### config.mk
export PLATFORM = sky130hd
export DESIGN_NAME = meter_float_to_ieee_single
export DESIGN_NICKNAME = d
export VERILOG_FILES = /design/src/rtl/mf2i_pkg.sv /design/src/rtl/meter_float_to_ieee_single.sv
export SDC_FILE = /design/constraint.sdc
export NUM_CORES = 1
export LEC_CHECK = 0
export BUFFER_PORTS_ARGS = -buffer_cell sky130_fd_sc_hd__clkbuf_2
export CORE_ASPECT_RATIO = 2
export CORE_UTILIZATION = 51
export DETAILED_ROUTE_END_ITERATION = 10
export PLACE_DENSITY = 0.82
export SLEW_MARGIN = 5
export SYNTH_ARGS = -nofsm -noshare
export SYNTH_HDL_FRONTEND = slang
export SYNTH_SLANG_ARGS = --single-unit
### constraint.sdc
create_clock -name i_clk -period 4.81 [get_ports i_clk]
set_input_delay 0.2405 -clock i_clk [delete_from_list [all_inputs] [get_ports i_clk]]
set_output_delay 0.2405 -clock i_clk [all_outputs]
set_load 0.02 [all_outputs]
### src/rtl/mf2i_pkg.sv
// Shared types, constants and byte forming for the meter float converter.
`default_nettype none

package mf2i_pkg;

    localparam int unsigned MANT_W = 23;

    localparam logic [7:0] C_ASCII_ZERO = 8'h30;
    // 0x7F - 0x40: bias of the meter exponent relative to IEEE single
    localparam logic [7:0] C_EXP_OFFSET = 8'h3F;

    typedef enum logic [1:0] {
        ST_IDLE,
        ST_NORM,
        ST_HOLD
    } t_state;

    function automatic logic [7:0] pair_to_byte(input logic [7:0] hi, input logic [7:0] lo);
        logic [7:0] h;
        logic [7:0] l;
        begin
            h = hi - C_ASCII_ZERO;
            l = lo - C_ASCII_ZERO;
            pair_to_byte = {h[3:0], 4'b0000} | l;
        end
    endfunction

endpackage

`default_nettype wire

### src/rtl/meter_float_to_ieee_single.sv
// Meter float to IEEE single converter, top level.
`default_nettype none

// Converts one meter float, given as eight ASCII-coded characters, into an
// IEEE-754 single precision bit pattern. Character pairs form bytes: the
// first byte carries the sign and a 7-bit meter exponent, the rest the
// mantissa (16 bits in the short form, 24 bits with the lowest dropped in
// the long form). A zero mantissa yields 0. The mantissa is normalized by a
// shift register that moves one bit per cycle; the number of normalize
// shifts is 0..15 in the short form and 0..22 in the long form. The input
// is taken only while the converter is idle; a finished result sits in an
// output register, so a new request may be accepted while it waits. The
// exponent wraps modulo 256 with no saturation.
module meter_float_to_ieee_single
    import mf2i_pkg::*;
(
    input  wire logic        i_clk,
    input  wire logic        i_rst_n,
    input  wire logic        i_valid,
    output logic             o_ready,
    input  wire logic        i_kind,
    input  wire logic [7:0]  i_char0,
    input  wire logic [7:0]  i_char1,
    input  wire logic [7:0]  i_char2,
    input  wire logic [7:0]  i_char3,
    input  wire logic [7:0]  i_char4,
    input  wire logic [7:0]  i_char5,
    input  wire logic [7:0]  i_char6,
    input  wire logic [7:0]  i_char7,
    output logic             o_valid,
    input  wire logic        i_ready,
    output logic [31:0]      o_ieee_bits
);

    t_state              r_state;
    t_state              n_state;
    logic [MANT_W-1:0]   r_mant;
    logic [MANT_W-1:0]   n_mant;
    logic [7:0]          r_exp;
    logic [7:0]          n_exp;
    logic                r_sign;
    logic                n_sign;
    logic                r_zero;
    logic                n_zero;
    logic                r_out_valid;
    logic                n_out_valid;
    logic [31:0]         r_out_bits;
    logic [31:0]         n_out_bits;

    logic [7:0]          w_b0;
    logic [7:0]          w_b1;
    logic [7:0]          w_b2;
    logic [7:0]          w_b3;
    logic [MANT_W-1:0]   w_load_mant;
    logic                w_accept;
    logic                w_norm_done;
    logic                w_out_free;
    logic                w_write_out;
    logic [7:0]          w_exp_final;
    logic [31:0]         w_packed;

    // Byte forming of the incoming request
    assign w_b0 = pair_to_byte(i_char0, i_char1);
    assign w_b1 = pair_to_byte(i_char2, i_char3);
    assign w_b2 = pair_to_byte(i_char4, i_char5);
    assign w_b3 = pair_to_byte(i_char6, i_char7);

    // Align both forms so that the normalized top bit sits at the register's MSB;
    // the short form's 16 bits land above 7 zero bits.
    always_comb begin
        logic [23:0] v_long;
        v_long = {w_b1, w_b2, w_b3};
        if (i_kind) begin
            w_load_mant = v_long[23:1];
        end else begin
            w_load_mant = {w_b1, w_b2, 7'b0000000};
        end
    end

    assign w_accept    = i_valid && o_ready;
    // A zero mantissa never normalizes; finish at once.
    assign w_norm_done = r_mant[MANT_W-1] || r_zero;
    assign w_out_free  = !r_out_valid || i_ready;
    assign w_exp_final = r_exp - 8'd1;
    assign w_packed    = r_zero ? 32'd0
                       : {r_sign, w_exp_final, r_mant[MANT_W-2:0], 1'b0};

    // Next state
    always_comb begin
        n_state = r_state;
        case (r_state)
            ST_IDLE: begin
                if (w_accept) begin
                    n_state = ST_NORM;
                end
            end
            ST_NORM, ST_HOLD: begin
                if (w_norm_done) begin
                    n_state = w_out_free ? ST_IDLE : ST_HOLD;
                end
            end
            default: n_state = ST_IDLE;
        endcase
    end

    // Outputs and datapath
    always_comb begin
        o_ready     = 1'b0;
        w_write_out = 1'b0;
        n_mant      = r_mant;
        n_exp       = r_exp;
        n_sign      = r_sign;
        n_zero      = r_zero;
        case (r_state)
            ST_IDLE: begin
                o_ready = 1'b1;
                if (w_accept) begin
                    // Load the shift register and the starting exponent
                    n_mant = w_load_mant;
                    n_exp  = C_EXP_OFFSET + {1'b0, w_b0[6:0]};
                    n_sign = w_b0[7];
                    n_zero = (w_load_mant == '0);
                end
            end
            ST_NORM, ST_HOLD: begin
                if (w_norm_done) begin
                    w_write_out = w_out_free;
                end else begin
                    // Advance one bit, one exponent step
                    n_mant = {r_mant[MANT_W-2:0], 1'b0};
                    n_exp  = r_exp - 8'd1;
                end
            end
            default: begin
                o_ready = 1'b0;
            end
        endcase
    end

    // Output register: drop on take, load on a finished conversion
    always_comb begin
        n_out_valid = r_out_valid;
        n_out_bits  = r_out_bits;
        if (r_out_valid && i_ready) begin
            n_out_valid = 1'b0;
        end
        if (w_write_out) begin
            n_out_valid = 1'b1;
            n_out_bits  = w_packed;
        end
    end

    always_ff @(posedge i_clk) begin
        if (!i_rst_n) begin
            r_state     <= ST_IDLE;
            r_out_valid <= 1'b0;
        end else begin
            r_state     <= n_state;
            r_out_valid <= n_out_valid;
        end
    end

    always_ff @(posedge i_clk) begin
        r_mant     <= n_mant;
        r_exp      <= n_exp;
        r_sign     <= n_sign;
        r_zero     <= n_zero;
        r_out_bits <= n_out_bits;
    end

    assign o_valid     = r_out_valid;
    assign o_ieee_bits = r_out_bits;

`ifndef NO_ASSERTIONS
    // Each normalize shift takes exactly one off the exponent
    a_exp_step: assert property (@(posedge i_clk) disable iff (!i_rst_n)
        (r_state == ST_NORM && !w_norm_done)
            |=> (r_exp == $past(r_exp) - 8'd1))
        else $error("exponent did not follow the normalize shift");

    // An accepted request always starts normalization
    a_accept_norm: assert property (@(posedge i_clk) disable iff (!i_rst_n)
        w_accept |=> (r_state == ST_NORM))
        else $error("accepted request did not enter normalization");

    // A result only appears from a finished conversion
    a_result_src: assert property (@(posedge i_clk) disable iff (!i_rst_n)
        $rose(o_valid) |-> ($past(r_state) == ST_NORM || $past(r_state) == ST_HOLD))
        else $error("result appeared without a conversion");

    // Never hold a finished conversion while the output is free
    a_hold_need: assert property (@(posedge i_clk) disable iff (!i_rst_n)
        (r_state == ST_HOLD) |-> $past(r_out_valid) && !$past(i_ready))
        else $error("hold state entered with a free output");
`endif

endmodule

`default_nettype wire
; After elaboration in Yosys (flattened, before gate mapping)
; Index checks and enable logic that the tools add are counted.
[word_totals]
regBits = 68
inputBits = 69
out_inout_bits = 34
[op_classes]
n_addsub = 10
eq_ne = 5
n_mux = 16
bitwise_logic = 4
n_reduce_logical = 13
[ops]
columns = op, count
row1 = two-way mux 23 bit, 2
row2 = one-hot mux 23 bit (2 select lines), 1
row3 = OR 8 bit, 4
row4 = subtractor 8 x 6 -> 8 bit (second input constant), 4
row5 = zero test 23 bit, 1
row6 = two-way mux 8 bit, 2
row7 = one-hot mux 8 bit (2 select lines), 1
row8 = subtractor 4 x 1 -> 4 bit (second input constant), 4
row9 = adder 6 x 7 -> 8 bit (first input constant), 1
row10 = subtractor 8 x 1 -> 8 bit (second input constant), 1
row11 = two-way mux 7 bit, 1
row12 = two-way mux 2 bit, 3
row13 = inequality test 2 bit (second input constant), 3
row14 = two-way mux 1 bit, 5
row15 = one-hot mux 2 bit (2 select lines), 1
row16 = AND reduction 2 bit, 2
row17 = nonzero test 2 bit, 2
row18 = AND reduction 3 bit, 1
row19 = == test 2 x 1 -> 1 bit (second input constant), 1
row20 = == test 2 bit (second input constant), 1
row21 = logical AND 1 bit, 2
row22 = zero test 2 bit, 1
row23 = logical OR 1 bit, 2
row24 = OR reduction 2 bit, 1
row25 = zero test 1 bit, 1

; Logic depth before layout (Yosys ltp)
[depth]
ltp_word = 5
mapped_depth = 6

; Worst setup path before layout
; OpenSTA, ideal clock, no wires.
[synth_path]
path_kind = reg-to-reg
from = register r_state[1]
to = register r_exp[0], enable pin
setup_time_ps = 458
t_arrival_ps = 3193
setup_slack_ps = 1159
stages_incl_launch_ff = 7
path_cell_list = dfxtp_1 -> inv_1 -> ha_1 -> clkbuf_1 -> buf_2 -> nor2_1 -> nor3_1
[synth_between]
elab_chain_cells = 5
[synth_rtl]
columns = element, line_no
row1 = start: declaration, meter_float_to_ieee_single.sv:35  ; t_state r_state;
row2 = start signal: assignment, meter_float_to_ieee_single.sv:158  ; r_state <= n_state;
row3 = zero test 2 bit, meter_float_to_ieee_single.sv:114  ; case (r_state)
row4 = two-way mux 1 bit, meter_float_to_ieee_single.sv:114
row5 = logical AND 1 bit, meter_float_to_ieee_single.sv:80  ; assign w_accept = i_valid && o_ready;
row6 = inequality test 2 bit (no line), --
row7 = AND reduction 3 bit (no line) (*), --
row8 = end signal: assignment, meter_float_to_ieee_single.sv:165  ; r_exp <= n_exp;
row9 = end: declaration, meter_float_to_ieee_single.sv:39  ; logic [7:0] r_exp;
; Mark *: on every way between the ends. The rest lies on a longest branch, timed or not.
; A chain may end at the register's enable or synchronous reset.

; Worst setup path after layout
[layout_path]
from = register r_zero
to = register r_out_bits[28] (netlist: o_ieee_bits[28]), enable pin
[layout_between]
elab_chain_cells = 3
[layout_rtl]
columns = element, line_no
row1 = start: declaration, meter_float_to_ieee_single.sv:43  ; logic r_zero;
row2 = start signal: assignment, meter_float_to_ieee_single.sv:167  ; r_zero <= n_zero;
row3 = logical OR 1 bit, meter_float_to_ieee_single.sv:82  ; assign w_norm_done = r_mant[MANT_W-1] || r_zero;
row4 = two-way mux 1 bit, meter_float_to_ieee_single.sv:126  ; if (w_norm_done) begin
row5 = two-way mux 1 bit, meter_float_to_ieee_single.sv:114
row6 = end signal: assignment, meter_float_to_ieee_single.sv:168  ; r_out_bits <= n_out_bits;
row7 = end: declaration, meter_float_to_ieee_single.sv:47  ; logic [31:0] r_out_bits;
; No other way between the ends.

==> metrics.sh <==
STARTING_UTILIZATION_OF_THE_CORE_AREA=0.526
SYNTHADDERAREAFRAC=0.0277
TIMING.CRITICAL_PATH.TO_TYPE='flop'
POSTROUTEANTENNANETS=0
GRT_ANTENNA_BEFORE_REPAIR=0
DP_WORST_SETUP_SLACK_NS=2.60
CTS.SINKS=67
FIN_TNS_SETUP_NS=0
MAX_SLEW.WORST_PIN.SLEW_NS=1.05
SYNTHESIS.NETS=324
YOSYS.CELL_COUNT.TOP_TYPE='edfxtp_1'
TIMING.REG2REG.WORST_PATH_DEPTH=3
CELLLEAKAGEPOWER_nW=1.58
INTERNAL_POWER_mW=1.27
GROUTE.USAGE.OVERALL=0.187
DP_HPWL_MM=4.21
DRT_FIRST_ITER_VIOLATIONS=74
SYNTHESIS.AREA_PER_INSTANCE_UM2=12.7
CLOCK_TREE.BUFFER_DEPTH=2
YOSYSSEQAREASHARE=0.628
DRT-VIAS-PER-INSTANCE=5.31
FLOORPLAN.DIE_AREA_UM2=6530
LEFTOVER_OVERFLOW_AT_THE_END_OF_GLOBAL_ROUTING=0
WORSTHOLDPATHCELLS=2
LARGEST_NET_DEGREE_AT_THE_START_OF_GLOBAL_ROUTING=45
WIRE_LENGTH_OF_THE_FIRST_GLOBAL_ROUTING_PASS_MM=8.89
FRACTION_OF_SYNTHESIZED_CELL_AREA_IN_XOR_AND_XNOR_CELLS=0.0472
FINALWORSTSETUPSLACK_NS=2.57
WORST_EP_REQUIRED_TIME_NS=4.79
SYNTHFLOPTYPE='edfxtp_1'
FINALCLOCKSKEW_NS=0.00838
CAP_VIOL_MAX_COUNT=0
TIMING.FMAX_MHz=447
FRACTION_OF_THE_MAPPED_NETLIST_AREA_IN_COMPOUND_GATES=0.0484
POST_SYNTH_MAIN_AREA_CONTRIBUTORS='edfxtp_1, nor2b_1, mux2_2'
CTS_POST_SETUP_BUFFERS_INSERTED=0
TOTALWIRELENGTH_MM=5.72
POWER.SWITCHING_mW=0.387
SYNTHMUXAREASHARE=0.0618
TIMING_WORST_SETUP_PATH_TYPE='flop to flop'
FINAL-MAX-SLEW-VIOLATION-COUNT=0
NETLIST.TOP_CELL.BY_AREA='edfxtp_1'
TRITONCTS_CLOCK_TREE='done'
FINAL-INSTANCE-COUNT-EXCL-FILL=405
SYNTH_TOP_CELLS_BY_COUNT='edfxtp_1, nor2b_1, nor2_1, a21oi_1, mux2_2'
RR_STARTPOINT='r_zero$_DFFE_PP_'
COMB_POWER_SHARE=0.138
PLACEMENTROWS=40
ANTENNADIODECOUNT=0
NUMPORTBUFFERS=84
PLACEABLECOREAREA_UM2=6010
FP.DIEW_UM=57.6
WORST-R2R-SETUP-SLACK_NS=2.57
SLOWEST_DELAY_NS=1.05
REPORT.FINAL.SETUP_VIOL=0
SYNTHESIS.INSTANCES=248
VDD.IR_DROP.WORST_mV=0.229
CP_MAX_FO=33
FLOW.AREA_GROWTH_FROM_SYNTHESIS_PCT=25.3
YOSYS.AREA.TOP_TYPE_SHARE=0.609
POST_CTS_CLOCK_SLEW_AT_THE_LAUNCH_AND_CAPTURE_REGISTERS_OF_THE_WORST_SETUP_AND_HOLD_PATHS_NS=0.05
WORST_HOLD_STARTPOINT='i_rst_n'
DRT_PASS1_ITERATIONS=8
VIAS=2152
WORSTHOLDPATHTYPE='input pin to flop'
COMBINATIONAL_FAMILY_WITH_THE_MOST_AREA_AFTER_SYNTHESIS='simple AND/OR/NAND/NOR gates'
TIMING.CRITICAL_PATH.SLOWEST_STAGE_CELL='edfxtp_1'
UNREPAIRED_SETUP_ENDPOINTS_AFTER_GLOBAL_ROUTING='no'
REPORT.FINAL.HOLD_VIOL_COUNT=0
DP.CELLS=389
ROOT_BUF_CELL='clkbuf_16'
SYNTH_EDF_COUNT=64
POWER.SWITCHING_FRACTION=0.233
FIN_CRIT_SH=0.465
RELSLEWSLACK=0.297
SYNTH_SIMPLE_GATE_AREA_FRAC=0.161
ASYNC_RESET_FF_FRAC=0
POST_CTS_RESIZED=0
FINALNETCOUNT=413
DIE_H_UM=113
POWER_FRAC_CLOCK=0.405
SYNTHESIS.AREA_UM2=3160
FINAL_LAYOUT_SIZE_SUFFIX_GT1_FRAC=0.345
MIN_CYCLE_TIME_LAYOUT_NS=2.24
POWER_FRAC_SEQ=0.456
RUN_STATUS='finished, violations left'
IO_PINS=103
CRIT-REG2REG-CAPTURE='o_ieee_bits[28]$_SDFFCE_PP0P_'
CRITICAL_PATH.CELL_CHAIN='o21a_1 -> nor2b_2 -> buf_4'
POWER_DENSITY_nW_PER_UM2=419
AVERAGE_ROUTED_WIRE_PER_STANDARD_CELL_UM=14.1
CATEGORY_OF_THE_WORST_SETUP_PATH_LAUNCH_POINT='flop'
CTS_BUFFERS=9
WORST_EP_ARRIVAL_TIME_NS=2.22
CTS_HTREE_LEVELS=3
DRCVIOLATIONCOUNT=5
FAILED_CHECKS='design-rule violations'
WEIGHTED_CONGESTION_REPORTED_AT_THE_END_OF_ROUTABILITY_DRIVEN_PLACEMENT=0.808
VIA_COUNT_OF_THE_FIRST_GLOBAL_ROUTING_PASS=2024
MIN_DELAY_WORST_ENDPOINT='o_valid$_SDFFE_PN0P_'
WORSTSKEWPAIRLATENCY_NS=0.32
YS_SEQ_ELEMENTS=67
SYNTH.DISTINCT_CELLS=35
POWER.TOTAL_mW=1.66
CTS_HOLD_BUF=0
SYNTHESIS.YOSYS.WARNINGS=0
[power by group through the flow]
stage | logic, mW | clock network, mW | registers (mW)
floorplan | 0.130 | 0 | 0.786
global placement | 0.221 | 0 | 0.764
detailed placement | 0.229 | 0 | 0.768
CTS | 0.231 | 0.678 | 0.756
global route | 0.252 | 0.700 | 0.764
finish | 0.230 | 0.672 | 0.757
[cell families (layout without fill, tap and decap cells)]
kind of cell | count (synthesis) | count (layout)
AO/OA/AOI/OAI | 27 | 27
other | 1 | 1
XOR/XNOR | 17 | 17
AND/OR/NAND/NOR | 92 | 92
flip-flops | 67 | 67
multiplexers | 18 | 18
adder cells (fa/ha/maj) | 7 | 7
buffers and inverters | 19 | 113
[final cells by class]
type / instances / area (µm²)
fillers: 483 / 2050
repair buffers: 87 / 443
inverters: 10 / 37.5
flip-flops and latches: 67 / 1980
multi-input cells: 162 / 1100
well taps: 63 / 78.8
clock inverters: 5 / 77.6
clock buffers: 11 / 233
[per-stage QoR]
step | hold WS, ns | cell area, µm² | utilization
2_1_floorplan | 0.358 | 3160 | -
3_3_place_gp | 0.448 | 3650 | 0.607
3_5_place_dp | 0.452 | 3650 | 0.607
4_1_cts | 0.145 | 3960 | 0.659
5_1_grt | 0.172 | 3960 | 0.659
6_report | 0.146 | 3960 | 0.659
[state kept, by name, indices dropped and copies added, names as in the netlist]
register	flops
r_sign	1
r_state	2
o_ieee_bits	31
r_zero	1
o_valid	1
r_mant	23
r_exp	8
[how the worst max path moves through the flow]
stage | start | endpoint | slack, ns
2_1_floorplan | r_state[1]$_SDFFE_PN0P_ | r_exp[0]$_DFFE_PP_ | 1.16
3_3_place_gp | r_zero$_DFFE_PP_ | o_ieee_bits[24]$_SDFFCE_PP0P_ | 2.63
3_5_place_dp | r_zero$_DFFE_PP_ | o_ieee_bits[24]$_SDFFCE_PP0P_ | 2.60
4_1_cts | r_zero$_DFFE_PP_ | o_ieee_bits[26]$_SDFFCE_PP0P_ | 2.57
5_1_grt | r_zero$_DFFE_PP_ | o_ieee_bits[26]$_SDFFCE_PP0P_ | 2.41
6_report | r_zero$_DFFE_PP_ | o_ieee_bits[28]$_SDFFCE_PP0P_ | 2.57
[cell usage in the layout, fill, tap and decap left out, types with 3 or more instances in the layout]
cell	n
a21oi_1	14
buf_4	3
clkbuf_16	9
clkbuf_2	84
dfxtp_1	3
edfxtp_1	64
ha_1	7
inv_1	10
mux2_2	12
mux2i_1	6
nand2_1	8
nand2b_1	7
nor2_1	24
nor2b_1	26
nor3_1	8
nor3b_1	3
o21ai_0	7
xnor2_1	11
xor2_1	6
[per-layer routing]
metal,part of all wire,up-vias,GRT usage
met5,0,-,0
met4,0.029,0,0.127
met3,0.047,10,0.0411
met2,0.54,82,0.322
met1,0.38,999,0.195
li1,-,1061,-
[worst max-delay path, delay by kind of cell (launching register included)]
family	cells	cell delay (ns)
simple gates	1	0.17
buf+inv	1	0.35
compound gates	1	0.31
flops	1	1.05
Note: power is estimated with default switching activity, not from simulation.
